File: src/iopr_pkg.sv
// Shared types, codes and helpers for the IPv4 octet prefix router.
// No dependencies; used by the router core.
package iopr_pkg;

  // Command carried in the input tuser bit
  typedef enum logic {
    CMD_ADD    = 1'b0,
    CMD_LOOKUP = 1'b1
  } cmd_e;

  // Result status bit
  typedef enum logic {
    STATUS_OK   = 1'b0,
    STATUS_FULL = 1'b1
  } status_e;

  // Sequencer states
  typedef enum logic [1:0] {
    ST_IDLE,
    ST_SCAN,
    ST_FINISH
  } state_e;

  localparam int unsigned AddrBits   = 32;
  localparam int unsigned OctetBits  = 3;
  localparam int unsigned IfcBits    = 8;
  localparam int unsigned PlenBits   = 6;
  localparam logic [OctetBits-1:0] MaxOctets = 3'd4;

  // One stored route, as kept in the table memory
  typedef struct packed {
    logic [AddrBits-1:0]  prefix;
    logic [OctetBits-1:0] octets;
    logic [IfcBits-1:0]   ifc;
  } entry_t;

  localparam int unsigned EntryBits = $bits(entry_t);

  // Mask that keeps the leading octets of an address
  function automatic logic [AddrBits-1:0] octet_mask(input logic [OctetBits-1:0] oct);
    logic [AddrBits-1:0] m;
    case (oct)
      3'd1:    m = 32'hFF00_0000;
      3'd2:    m = 32'hFFFF_0000;
      3'd3:    m = 32'hFFFF_FF00;
      3'd4:    m = 32'hFFFF_FFFF;
      default: m = 32'h0000_0000;
    endcase
    return m;
  endfunction

  // Prefix length in bits to whole octets, saturated at four
  function automatic logic [OctetBits-1:0] plen_octets(input logic [PlenBits-1:0] plen);
    logic [OctetBits-1:0] o;
    o = plen[PlenBits-1:3];
    if (o > MaxOctets) begin
      o = MaxOctets;
    end
    return o;
  endfunction

endpackage

File: src/iopr_ram.sv
// Generic single-port-write, single-port-read RAM with registered read data.
// No dependencies.
module iopr_ram #(
  parameter int unsigned WIDTH = 8,
  parameter int unsigned DEPTH = 64
) (
  input  logic                                      clk_i,
  input  logic                                      we_i,
  input  logic [((DEPTH > 1) ? $clog2(DEPTH) : 1)-1:0] waddr_i,
  input  logic [WIDTH-1:0]                          wdata_i,
  input  logic                                      re_i,
  input  logic [((DEPTH > 1) ? $clog2(DEPTH) : 1)-1:0] raddr_i,
  output logic [WIDTH-1:0]                          rdata_o
);

  logic [WIDTH-1:0] mem_q [DEPTH];
  logic [WIDTH-1:0] rdata_q;

  // Write port
  always_ff @(posedge clk_i) begin
    if (we_i) begin
      mem_q[waddr_i] <= wdata_i;
    end
  end

  // Registered read port
  always_ff @(posedge clk_i) begin
    if (re_i) begin
      rdata_q <= mem_q[raddr_i];
    end
  end

  assign rdata_o = rdata_q;

endmodule

File: src/ipv4_octet_prefix_router_core.sv
// Router core: whole-octet IPv4 route table with longest-prefix lookup; uses iopr_pkg, iopr_ram.
// Flow: a word is accepted while idle; the scan then reads one entry per cycle from the route
// memory and compares each stored route; the result is loaded once any held result is taken.
// A new word is taken only after the result of the last one is loaded into the output register.
// An add under eight bits skips the scan.
// Reset: asynchronous, active low; empties the table at once (fill count cleared).
module ipv4_octet_prefix_router_core #(
  parameter int unsigned ROUTE_ENTRIES = 64
) (
  input  logic        clk_i,
  input  logic        rst_ni,
  // Command input
  input  logic        s_axis_tvalid,
  output logic        s_axis_tready,
  input  logic [47:0] s_axis_tdata,   // address[31:0], prefix_length[37:32],
                                      // out_interface[45:38], zero[47:46]
  input  logic        s_axis_tuser,   // command[0]
  // Result output
  output logic        m_axis_tvalid,
  input  logic        m_axis_tready,
  output logic [15:0] m_axis_tdata,   // next_interface[7:0], status[8], zero[15:9]
  output logic        m_axis_tuser    // route_found[0]
);

  localparam int unsigned AW = (ROUTE_ENTRIES > 1) ? $clog2(ROUTE_ENTRIES) : 1;
  localparam int unsigned CW = $clog2(ROUTE_ENTRIES + 1);
  localparam logic [CW-1:0] FullCount = CW'(ROUTE_ENTRIES);

  // Control registers
  iopr_pkg::state_e state_q, state_d;
  logic [CW-1:0]    fill_q, fill_d;
  logic [CW-1:0]    issue_q, issue_d;
  logic             rd_vld_q, rd_vld_d;
  logic             out_valid_q, out_valid_d;

  // Payload registers
  iopr_pkg::cmd_e   cmd_q, cmd_d;
  logic [31:0]      key_q, key_d;
  logic [2:0]       oct_q, oct_d;
  logic [7:0]       ifc_q, ifc_d;
  logic [AW-1:0]    cmp_idx_q, cmp_idx_d;
  logic             hit_q, hit_d;
  logic [AW-1:0]    hit_idx_q, hit_idx_d;
  logic [2:0]       best_q, best_d;
  logic             found_q, found_d;
  logic [7:0]       nexti_q, nexti_d;
  logic             out_found_q, out_found_d;
  logic [7:0]       out_ifc_q, out_ifc_d;
  iopr_pkg::status_e out_status_q, out_status_d;

  // Memory port signals
  logic              ram_we, ram_re;
  logic [AW-1:0]     ram_waddr;
  iopr_pkg::entry_t  ram_wdata, ram_rdata;

  logic in_fire, out_fire, rd_en, scan_done, finish_load;
  logic is_add, add_active, table_full;
  iopr_pkg::cmd_e   in_cmd;
  logic [2:0]       in_oct;

  assign in_cmd     = iopr_pkg::cmd_e'(s_axis_tuser);
  assign in_oct     = iopr_pkg::plen_octets(s_axis_tdata[37:32]);
  assign in_fire    = s_axis_tvalid && s_axis_tready;
  assign out_fire   = m_axis_tvalid && m_axis_tready;
  assign rd_en      = (state_q == iopr_pkg::ST_SCAN) && (issue_q < fill_q);
  assign scan_done  = !rd_en && !rd_vld_q;
  assign finish_load = (state_q == iopr_pkg::ST_FINISH) && (!out_valid_q || m_axis_tready);
  assign is_add     = (cmd_q == iopr_pkg::CMD_ADD);
  assign add_active = is_add && (oct_q != '0);
  assign table_full = (fill_q == FullCount);

  // Next state
  always_comb begin
    state_d = state_q;
    case (state_q)
      iopr_pkg::ST_IDLE: begin
        if (in_fire) begin
          if (in_cmd == iopr_pkg::CMD_ADD && in_oct == '0) begin
            state_d = iopr_pkg::ST_FINISH;
          end else begin
            state_d = iopr_pkg::ST_SCAN;
          end
        end
      end
      iopr_pkg::ST_SCAN: begin
        if (scan_done) begin
          state_d = iopr_pkg::ST_FINISH;
        end
      end
      iopr_pkg::ST_FINISH: begin
        if (finish_load) begin
          state_d = iopr_pkg::ST_IDLE;
        end
      end
      default: state_d = iopr_pkg::ST_IDLE;
    endcase
  end

  // Outputs of the sequencer: handshake and memory port
  always_comb begin
    s_axis_tready = (state_q == iopr_pkg::ST_IDLE);
    ram_re        = rd_en;
    ram_we        = finish_load && add_active && (hit_q || !table_full);
    ram_waddr     = hit_q ? hit_idx_q : fill_q[AW-1:0];
    ram_wdata.prefix = key_q;
    ram_wdata.octets = oct_q;
    ram_wdata.ifc    = ifc_q;
  end

  // Datapath next values
  always_comb begin
    logic [2:0] e_oct;
    logic       pfx_eq;
    fill_d       = fill_q;
    issue_d      = issue_q;
    rd_vld_d     = rd_en;
    cmp_idx_d    = issue_q[AW-1:0];
    out_valid_d  = out_valid_q;
    cmd_d        = cmd_q;
    key_d        = key_q;
    oct_d        = oct_q;
    ifc_d        = ifc_q;
    hit_d        = hit_q;
    hit_idx_d    = hit_idx_q;
    best_d       = best_q;
    found_d      = found_q;
    nexti_d      = nexti_q;
    out_found_d  = out_found_q;
    out_ifc_d    = out_ifc_q;
    out_status_d = out_status_q;
    e_oct        = ram_rdata.octets;
    pfx_eq       = 1'b0;

    // Capture the command word
    if (in_fire) begin
      cmd_d   = in_cmd;
      oct_d   = in_oct;
      ifc_d   = s_axis_tdata[45:38];
      key_d   = (in_cmd == iopr_pkg::CMD_ADD)
              ? (s_axis_tdata[31:0] & iopr_pkg::octet_mask(in_oct))
              : s_axis_tdata[31:0];
      issue_d = '0;
      hit_d   = 1'b0;
      best_d  = '0;
      found_d = 1'b0;
      nexti_d = '0;
    end

    // Step the read address through the stored routes
    if (rd_en) begin
      issue_d = issue_q + CW'(1);
    end

    // Compare the entry read in the previous cycle
    if (rd_vld_q) begin
      if (is_add) begin
        if (!hit_q && e_oct == oct_q && ram_rdata.prefix == key_q) begin
          hit_d     = 1'b1;
          hit_idx_d = cmp_idx_q;
        end
      end else begin
        pfx_eq = ((key_q & iopr_pkg::octet_mask(e_oct)) == ram_rdata.prefix);
        if (pfx_eq && e_oct > best_q) begin
          best_d  = e_oct;
          found_d = 1'b1;
          nexti_d = ram_rdata.ifc;
        end
      end
    end

    // Output register: a waiting result is held until taken
    if (out_fire) begin
      out_valid_d = 1'b0;
    end
    if (finish_load) begin
      out_valid_d  = 1'b1;
      out_found_d  = !is_add && found_q;
      out_ifc_d    = is_add ? 8'd0 : nexti_q;
      out_status_d = (add_active && !hit_q && table_full)
                   ? iopr_pkg::STATUS_FULL : iopr_pkg::STATUS_OK;
      if (add_active && !hit_q && !table_full) begin
        fill_d = fill_q + CW'(1);
      end
    end
  end

  // Control registers
  always_ff @(posedge clk_i or negedge rst_ni) begin
    if (!rst_ni) begin
      state_q     <= iopr_pkg::ST_IDLE;
      fill_q      <= '0;
      issue_q     <= '0;
      rd_vld_q    <= 1'b0;
      out_valid_q <= 1'b0;
    end else begin
      state_q     <= state_d;
      fill_q      <= fill_d;
      issue_q     <= issue_d;
      rd_vld_q    <= rd_vld_d;
      out_valid_q <= out_valid_d;
    end
  end

  // Payload registers
  always_ff @(posedge clk_i) begin
    cmd_q        <= cmd_d;
    key_q        <= key_d;
    oct_q        <= oct_d;
    ifc_q        <= ifc_d;
    cmp_idx_q    <= cmp_idx_d;
    hit_q        <= hit_d;
    hit_idx_q    <= hit_idx_d;
    best_q       <= best_d;
    found_q      <= found_d;
    nexti_q      <= nexti_d;
    out_found_q  <= out_found_d;
    out_ifc_q    <= out_ifc_d;
    out_status_q <= out_status_d;
  end

  // Route table memory
  iopr_ram #(
    .WIDTH (iopr_pkg::EntryBits),
    .DEPTH (ROUTE_ENTRIES)
  ) u_route_ram (
    .clk_i   (clk_i),
    .we_i    (ram_we),
    .waddr_i (ram_waddr),
    .wdata_i (ram_wdata),
    .re_i    (ram_re),
    .raddr_i (issue_q[AW-1:0]),
    .rdata_o (ram_rdata)
  );

  // Result ports
  assign m_axis_tvalid = out_valid_q;
  assign m_axis_tuser  = out_found_q;
  assign m_axis_tdata  = {7'd0, out_status_q, out_ifc_q};

`ifndef SYNTHESIS
  // Fill count never runs past the table
  a_fill_bound: assert property (@(posedge clk_i) disable iff (!rst_ni)
    fill_q <= FullCount)
    else $error("route fill count exceeds table depth");

  // Table writes happen only when a result is loaded, never during a scan
  a_write_finish: assert property (@(posedge clk_i) disable iff (!rst_ni)
    ram_we |-> (state_q == iopr_pkg::ST_FINISH) && !rd_en)
    else $error("route table written outside finish step");

  // Fill count only grows, one route at a time
  a_fill_step: assert property (@(posedge clk_i) disable iff (!rst_ni)
    (fill_q != $past(fill_q)) |-> (fill_q == $past(fill_q) + CW'(1)))
    else $error("route fill count changed by more than one");

  // A refused add reports neither a match nor an interface, and only when full
  a_full_status: assert property (@(posedge clk_i) disable iff (!rst_ni)
    (out_valid_q && out_status_q == iopr_pkg::STATUS_FULL)
      |-> (!out_found_q && out_ifc_q == 8'd0 && fill_q == FullCount))
    else $error("full status reported with a match or free room");
`endif

endmodule
File: config.mk
export PLATFORM = sky130hd
export DESIGN_NAME = ipv4_octet_prefix_router_core
export DESIGN_NICKNAME = d
export VERILOG_FILES = /design/src/iopr_pkg.sv /design/src/iopr_ram.sv /design/src/ipv4_octet_prefix_router_core.sv
export SDC_FILE = /design/constraint.sdc
export NUM_CORES = 2
export LEC_CHECK = 0
export BUFFER_PORTS_ARGS = -buffer_cell sky130_fd_sc_hd__clkbuf_2
export CAP_MARGIN = 20
export CORE_MARGIN = 5
export CORE_UTILIZATION = 55
export CTS_BUF_LIST = sky130_fd_sc_hd__clkbuf_2
export DETAILED_ROUTE_END_ITERATION = 16
export HOLD_SLACK_MARGIN = 0.06
export PLACE_DENSITY_LB_ADDON = 0.2
export SYNTH_ARGS = -nofsm -noshare
export SYNTH_HDL_FRONTEND = slang
export SYNTH_SLANG_ARGS = --single-unit
File: constraint.sdc
create_clock -name clk_i -period 3.9 [get_ports clk_i]
set_input_delay 0.39 -clock clk_i [delete_from_list [all_inputs] [get_ports clk_i]]
set_output_delay 0.39 -clock clk_i [all_outputs]
set_load 0.05 [all_outputs]
Word level (Yosys, flattened, before mapping). Memory sizes are Yosys's and may differ from the RTL's. A register that Yosys moved wholly into a read port is not among the register bits. Cells that the tools add are included.

Bits in registers: 97. Bits in latches: 0. Memory bits (writable): 2752. Memory bits (read-only): 0. Bits of input ports: 53. Output and inout port bits: 19. Memories: 1.

Add/subtract/negate cells: 2. Multiply operators: 0. Div/mod/pow operators: 0. Magnitude comparators: 3. Equal/unequal tests: 17. Shift-type cells: 0. Multiplexer cells: 36. Bitwise gates (word level): 4. Reductions and logical operators: 31.

Memory list: u_route_ram.mem_q (depth 64, width 43, rd ports 1, clocked after Yosys merged registers in 1, wr ports 1, line iopr_ram.sv:16) `logic [WIDTH-1:0] mem_q [DEPTH];`.

Operators by type and width (number): 32-bit one-hot mux with 4 select lines (2); 32-bit 2-to-1 mux (4); 32-bit bitwise AND (2); 32-bit equality test (2); 8-bit 2-to-1 mux (4); 1-bit logical AND (16); 3-bit 2-to-1 mux (5); 7-bit by 1-bit adder with 7-bit output (second input constant) (2); 7-bit 2-to-1 mux (2); 1-bit 2-to-1 mux (13); 3-bit by 2-bit equality test with 1-bit output (second input constant) (4); 2-bit 2-to-1 mux (4); 7-bit equality test (second input constant) (1); 7-bit < comparator (1); 3-bit by 1-bit equality test with 1-bit output (second input constant) (2); 3-bit equality test (second input constant) (2); 6-bit 2-to-1 mux (1); 2-bit one-hot mux with 3 select lines (1); 3-bit AND reduction (2); 1-bit logical NOT (5); 2-bit inequality test (second input constant) (2); 2-bit nonzero test (2); 3-bit equality test (1); 3-bit greater-than comparator (1); 10 further kinds (12).

Logic depth before layout (Yosys ltp).
Depth in word-level cells: 10. Depth in mapped cells: 12. Gate-level depth less buffers: 8.

Modules after synthesis. Synthesis repeated with hierarchy kept, for this count alone.

Cells, all modules: 4872. Area total of the unflattened synthesis: 110502.2 um^2.

Modules (own cells, without submodules): iopr_ram (instances 1, cells each 4444, area each 105824.0 um^2, sequential area each 83930.5 um^2); ipv4_octet_prefix_router_core (instances 1, cells each 428, area each 4678.2 um^2, sequential area each 2632.5 um^2).

Worst setup path before layout. No wires, ideal clock.

Path kind: register to register. Start: register out_valid_q (netlist: m_axis_tvalid). End: memory u_route_ram.mem_q[16][0] in the netlist's numbering, enable pin. Data arrival time: 3786 ps. Required time: 3456 ps. Setup slack: -329 ps. Stages on the path, launching flop included: 7. Clock period less this slack: 4229 ps. Cells stage by stage: dfrtp_1 nor2b_1 nor2_1 nand2_1 a21oi_1 nand2_1 nor2_1.

Cells in the longest elaborated chain, start to end: 7.

RTL lines: start: declaration (line ipv4_octet_prefix_router_core.sv:34) `logic out_valid_q, out_valid_d;`; start signal: assignment (line ipv4_octet_prefix_router_core.sv:200) `out_valid_q <= out_valid_d;`; 1-bit logical NOT (line ipv4_octet_prefix_router_core.sv:67) `assign finish_load = (state_q == iopr_pkg::ST_FINISH) && (!out_valid_q || m_axis_tready);`; 1-bit logical OR (line ipv4_octet_prefix_router_core.sv:67); 1-bit logical AND (line ipv4_octet_prefix_router_core.sv:67); via finish_load (line ipv4_octet_prefix_router_core.sv:56) `logic in_fire, out_fire, rd_en, scan_done, finish_load;`; 1-bit logical AND (2 in series) (line ipv4_octet_prefix_router_core.sv:103) `ram_we = finish_load && add_active && (hit_q || !table_full);`; 1-bit 2-to-1 mux (line iopr_ram.sv:21) `if (we_i) begin`; 1-bit 2-to-1 mux (not written as such) (line iopr_ram.sv:22) `mem_q[waddr_i] <= wdata_i;`; end: declaration (line iopr_ram.sv:16).

The timed path passes the listed nets, and every way through them passes these cells.

Final worst setup path.
Start: register fill_q[1]. End: memory u_route_ram.mem_q[41][5] in the netlist's numbering, enable pin.

Cells in the longest elaborated chain, start to end: 6.

RTL lines: start: declaration (line ipv4_octet_prefix_router_core.sv:31) `logic [CW-1:0] fill_q, fill_d;`; start signal: assignment (line ipv4_octet_prefix_router_core.sv:197) `fill_q <= fill_d;`; 7-bit equality test (line ipv4_octet_prefix_router_core.sv:70) `assign table_full = (fill_q == FullCount);`; 1-bit logical NOT (line ipv4_octet_prefix_router_core.sv:103); 1-bit logical OR (line ipv4_octet_prefix_router_core.sv:103); 1-bit logical AND (line ipv4_octet_prefix_router_core.sv:103); 1-bit 2-to-1 mux (line iopr_ram.sv:21); 1-bit 2-to-1 mux (not written as such) (line iopr_ram.sv:22).

Several ways; a longest one is shown, not always the timed one.

==> run_results.csv <==
group,metric,value,unit
status,outcome,"finished, final reports clean",
critical_path,endpoint_kind,"register",
synthesis,syn_area,110000,um2
sta,hold_viol,0,
worst_hold_path,min_from,"cmp_idx_q[3]",
synthesis,synth.top_cell.area_share,77.6,%
floorplanning,fp-row-count,164,
synthesis,ys_ff_latch,2892,
critical_path,crit_slowest_cell,"nor2_4",
critical_path,cp.arrival,5.15,ns
sta,worst_pin_slew,1.20,ns
synthesis,synth.distinct_cells,60,
final_layout,fin_cells,8732,
sta,finClkSkew,0.142,ns
synthesis,synth_area_per_cell,23.8,um2
sta,post-route-min-period,3.72,ns
pwr,p_clk_share,25.6,%
clock_tree,cts-htree-levels,6,
placed_design,dp.cells,7412,
job,maxCapViolCount,0,
final_layout,final_common_cell,"edfxtp_1",
drt,drc,0,
critical_path,r2r-start,"fill_q[1]",
clock_tree,ctsHoldBuffers,150,
drt,dr.pass1.iters,5,
sta,rsz0062_at_grt,"no",
final_layout,drive_above_1_share,37.5,%
pwr,pwr_density_cell,580,nW/um2
pwr,p_switching,21.0,mW
drt,wl_per_cell,30.8,um
worst_hold_path,holdPathEnd,"hit_idx_q[3]",
worst_hold_path,hold_class,"register to register",
critical_path,r2r_cells,9,
drt,ant_nets,0,
synthesis,synth_largest_area_cell,"edfxtp_1",
floorplanning,ios,72,
critical_path,cp_num_buf_inv,2,
clock_tree,clock_sinks,2892,
global_routing,grt_util_all_layers,25.8,%
pwr,seqPwrFrac,51.2,%
drt,wirelength,269000,um
clock_tree,cts_buffer_depth,4,
drt,drt-initial-drc-count,6616,
final_layout,fin_util,62.1,%
global_routing,overflow,0,
critical_path,worst_path_largest_cell_delay,0.92,ns
placed_design,dp_slack,0.263,ns
critical_path,critical_path_class,"register to register",
synthesis,synth_edf_count,2855,
pwr,p_int,50.9,mW
floorplanning,die_y,458,um
placed_design,dpl.hpwl,148000,um
clock_tree,cts_resized,0,
synthesis,synth-main-ff-cell,"edfxtp_1",
critical_path,startpoint_type,"register",
floorplanning,start_util,55.3,%
final_layout,layout-area-overhead-vs-synth,12.3,%
synthesis,synth_cells,4638,
sta,slew_viol_final,0,
pwr,swShare,29.2,%
floorplanning,core-area,200000,um2
critical_path,cp_max_fo,22,
placed_design,io_buffers,59,
floorplanning,die_x,458,um
pwr,finalPower,72.0,mW
global_routing,grt_first_pass_wirelength,388000,um
clock_tree,root_buffer,"clkbuf_2",
drt,num_vias,54691,
critical_path,crit_path_cell_trace,"inv_1 > ha_1 > or4b_2 > nor3_1 > or3_1 > a21oi_1 > nand2_1 > nor2_4 > buf_12",
sta,relSlewSlack,19.8,%
sta,finalCritPeriodShare,95.4,%
synthesis,ys_top_cells_by_area,"edfxtp_1 (78%), mux4_2 (17%), mux2i_1 (0.66%), dfrtp_1 (0.41%), clkbuf_1 (0.37%)",
critical_path,path_delay_family,"simple AND/OR/NAND/NOR gates",
sta,worst_slack,0.179,ns
critical_path,r2r-end,"u_route_ram.mem_q[41][5]",
synthesis,yosysWarnings,0,
synthesis,yosysSeqAreaShare,78.4,%
floorplanning,die_area,210000,um2
synthesis,synth-async-reset-ratio,0.622,%
clock_tree,clk_pin_slew,0.10,ns
pwr,combinationalPowerShare,23.2,%
clock_tree,cts_setup_buffers,0,
drt,post_drt_via_cell_ratio,6.26,
placed_design,place.gp.congestion,0.933,
global_routing,grt_pass1_vias,56095,
worst_hold_path,holdPathStages,0,
placed_design,place_area,117000,um2
global_routing,grt_max_degree,78,
clock_tree,cts_tree,"done",
clock_tree,cts-buffers-inserted,693,
sta,holdWs,0.389,ns
final_layout,fin_area,124000,um2
pwr,vdd_ir_drop_max,373,uV
critical_path,required,5.33,ns
sta,fin_setup_tns,0,ns
final_layout,final_nets,5666,
final_layout,final_cell_mix,"edfxtp_1 (2855), clkbuf_2 (1050), mux4_2 (821)",
sta,setup_violations,0,
clock_tree,clkLatencyLatePin,1.85,ns
critical_path,rrSetupSlack,0.18,ns
sta,max_clock_freq,269,MHz
global_routing,antenna_found_initial,15,
pwr,p_leak,39.2,nW
## worst max path at each step
stage	start	endpoint	cells past startpoint
2_1_floorplan	m_axis_tvalid	u_route_ram.mem_q[16][0]	6
3_3_place_gp	fill_q[1]	u_route_ram.mem_q[41][5]	9
6_report	fill_q[1]	u_route_ram.mem_q[41][5]	9
4_1_cts	fill_q[1]	u_route_ram.mem_q[41][5]	9
3_5_place_dp	fill_q[1]	u_route_ram.mem_q[17][4]	9
5_1_grt	fill_q[1]	u_route_ram.mem_q[41][5]	9
## sequential cells by signal, summed over array words and instances, names as in the netlist, 2 cells and up
register,flops
out_ifc_q,8
issue_q,7
best_q,3
key_q,32
u_route_ram.rdata_o,43
hit_idx_q,6
fill_q,7
nexti_q,8
oct_q,3
state_q,2
cmp_idx_q,6
u_route_ram.mem_q,2752
ifc_q,8
## cell families (layout without fill, tap and decap cells)
logic type      count (synthesis)  in the layout  synth area share (%)
fa+ha+maj                      12             12                 0.136
xor+xnor                       11             11                0.0872
mux                           899            899                  17.5
buf+inv                       275           1704                  1.17
other cells                     1             10               0.00339
compound gates                248            248                  1.38
flops                        2892           2892                  78.4
simple gates                  300            300                  1.41
## synthesized netlist by cell type (10+ instances only)
| library cell | count |
|---|---|
| nor3_1 | 10 |
| dfrtp_1 | 18 |
| buf_2 | 71 |
| o21ai_1 | 34 |
| nand2_1 | 56 |
| buf_4 | 39 |
| clkbuf_1 | 108 |
| nor4_1 | 10 |
| dfxtp_1 | 19 |
| edfxtp_1 | 2855 |
| nor2b_1 | 53 |
| and2_1 | 11 |
| o21ai_0 | 23 |
| nand2b_1 | 33 |
| ha_1 | 12 |
| buf_1 | 11 |
| a21oi_1 | 76 |
| xnor2_1 | 11 |
| nor2_1 | 82 |
| nand4_1 | 16 |
| mux4_2 | 821 |
| inv_1 | 41 |
| o22ai_1 | 41 |
| o221ai_1 | 29 |
| mux2i_1 | 73 |
## cell type report
class / count / area [um2]
Sequential cell: 2892 / 86600
Inverter: 43 / 161
Multi-Input combinational cell: 1477 / 23100
Fill cell: 13936 / 75800
Antenna cell: 3 / 7.51
Tap cell: 2656 / 3320
Timing Repair Buffer: 494 / 5060
Clock inverter: 176 / 801
Clock buffer: 991 / 4960
## metal layers
layer / vias up / wire, um / track usage (%)
met5: - / 65 / 0
met2: 3052 / 131000 / 40.7
met3: 384 / 27400 / 6.31
met1: 28956 / 105000 / 37.0
li1: 22289 / - / -
met4: 10 / 5490 / 7.01
## power groups by stage
stage          Combinational (mW)  Sequential, mW  Clock (mW)
6_report                     16.7            36.8        18.4
5_1_grt                      17.8            36.9        20.7
4_1_cts                      16.8            36.8        18.9
3_5_place_dp                 16.7            37.5           0
3_3_place_gp                 16.5            37.5           0
2_1_floorplan                10.6            38.0           0
Power figures use the tool's default switching activity.
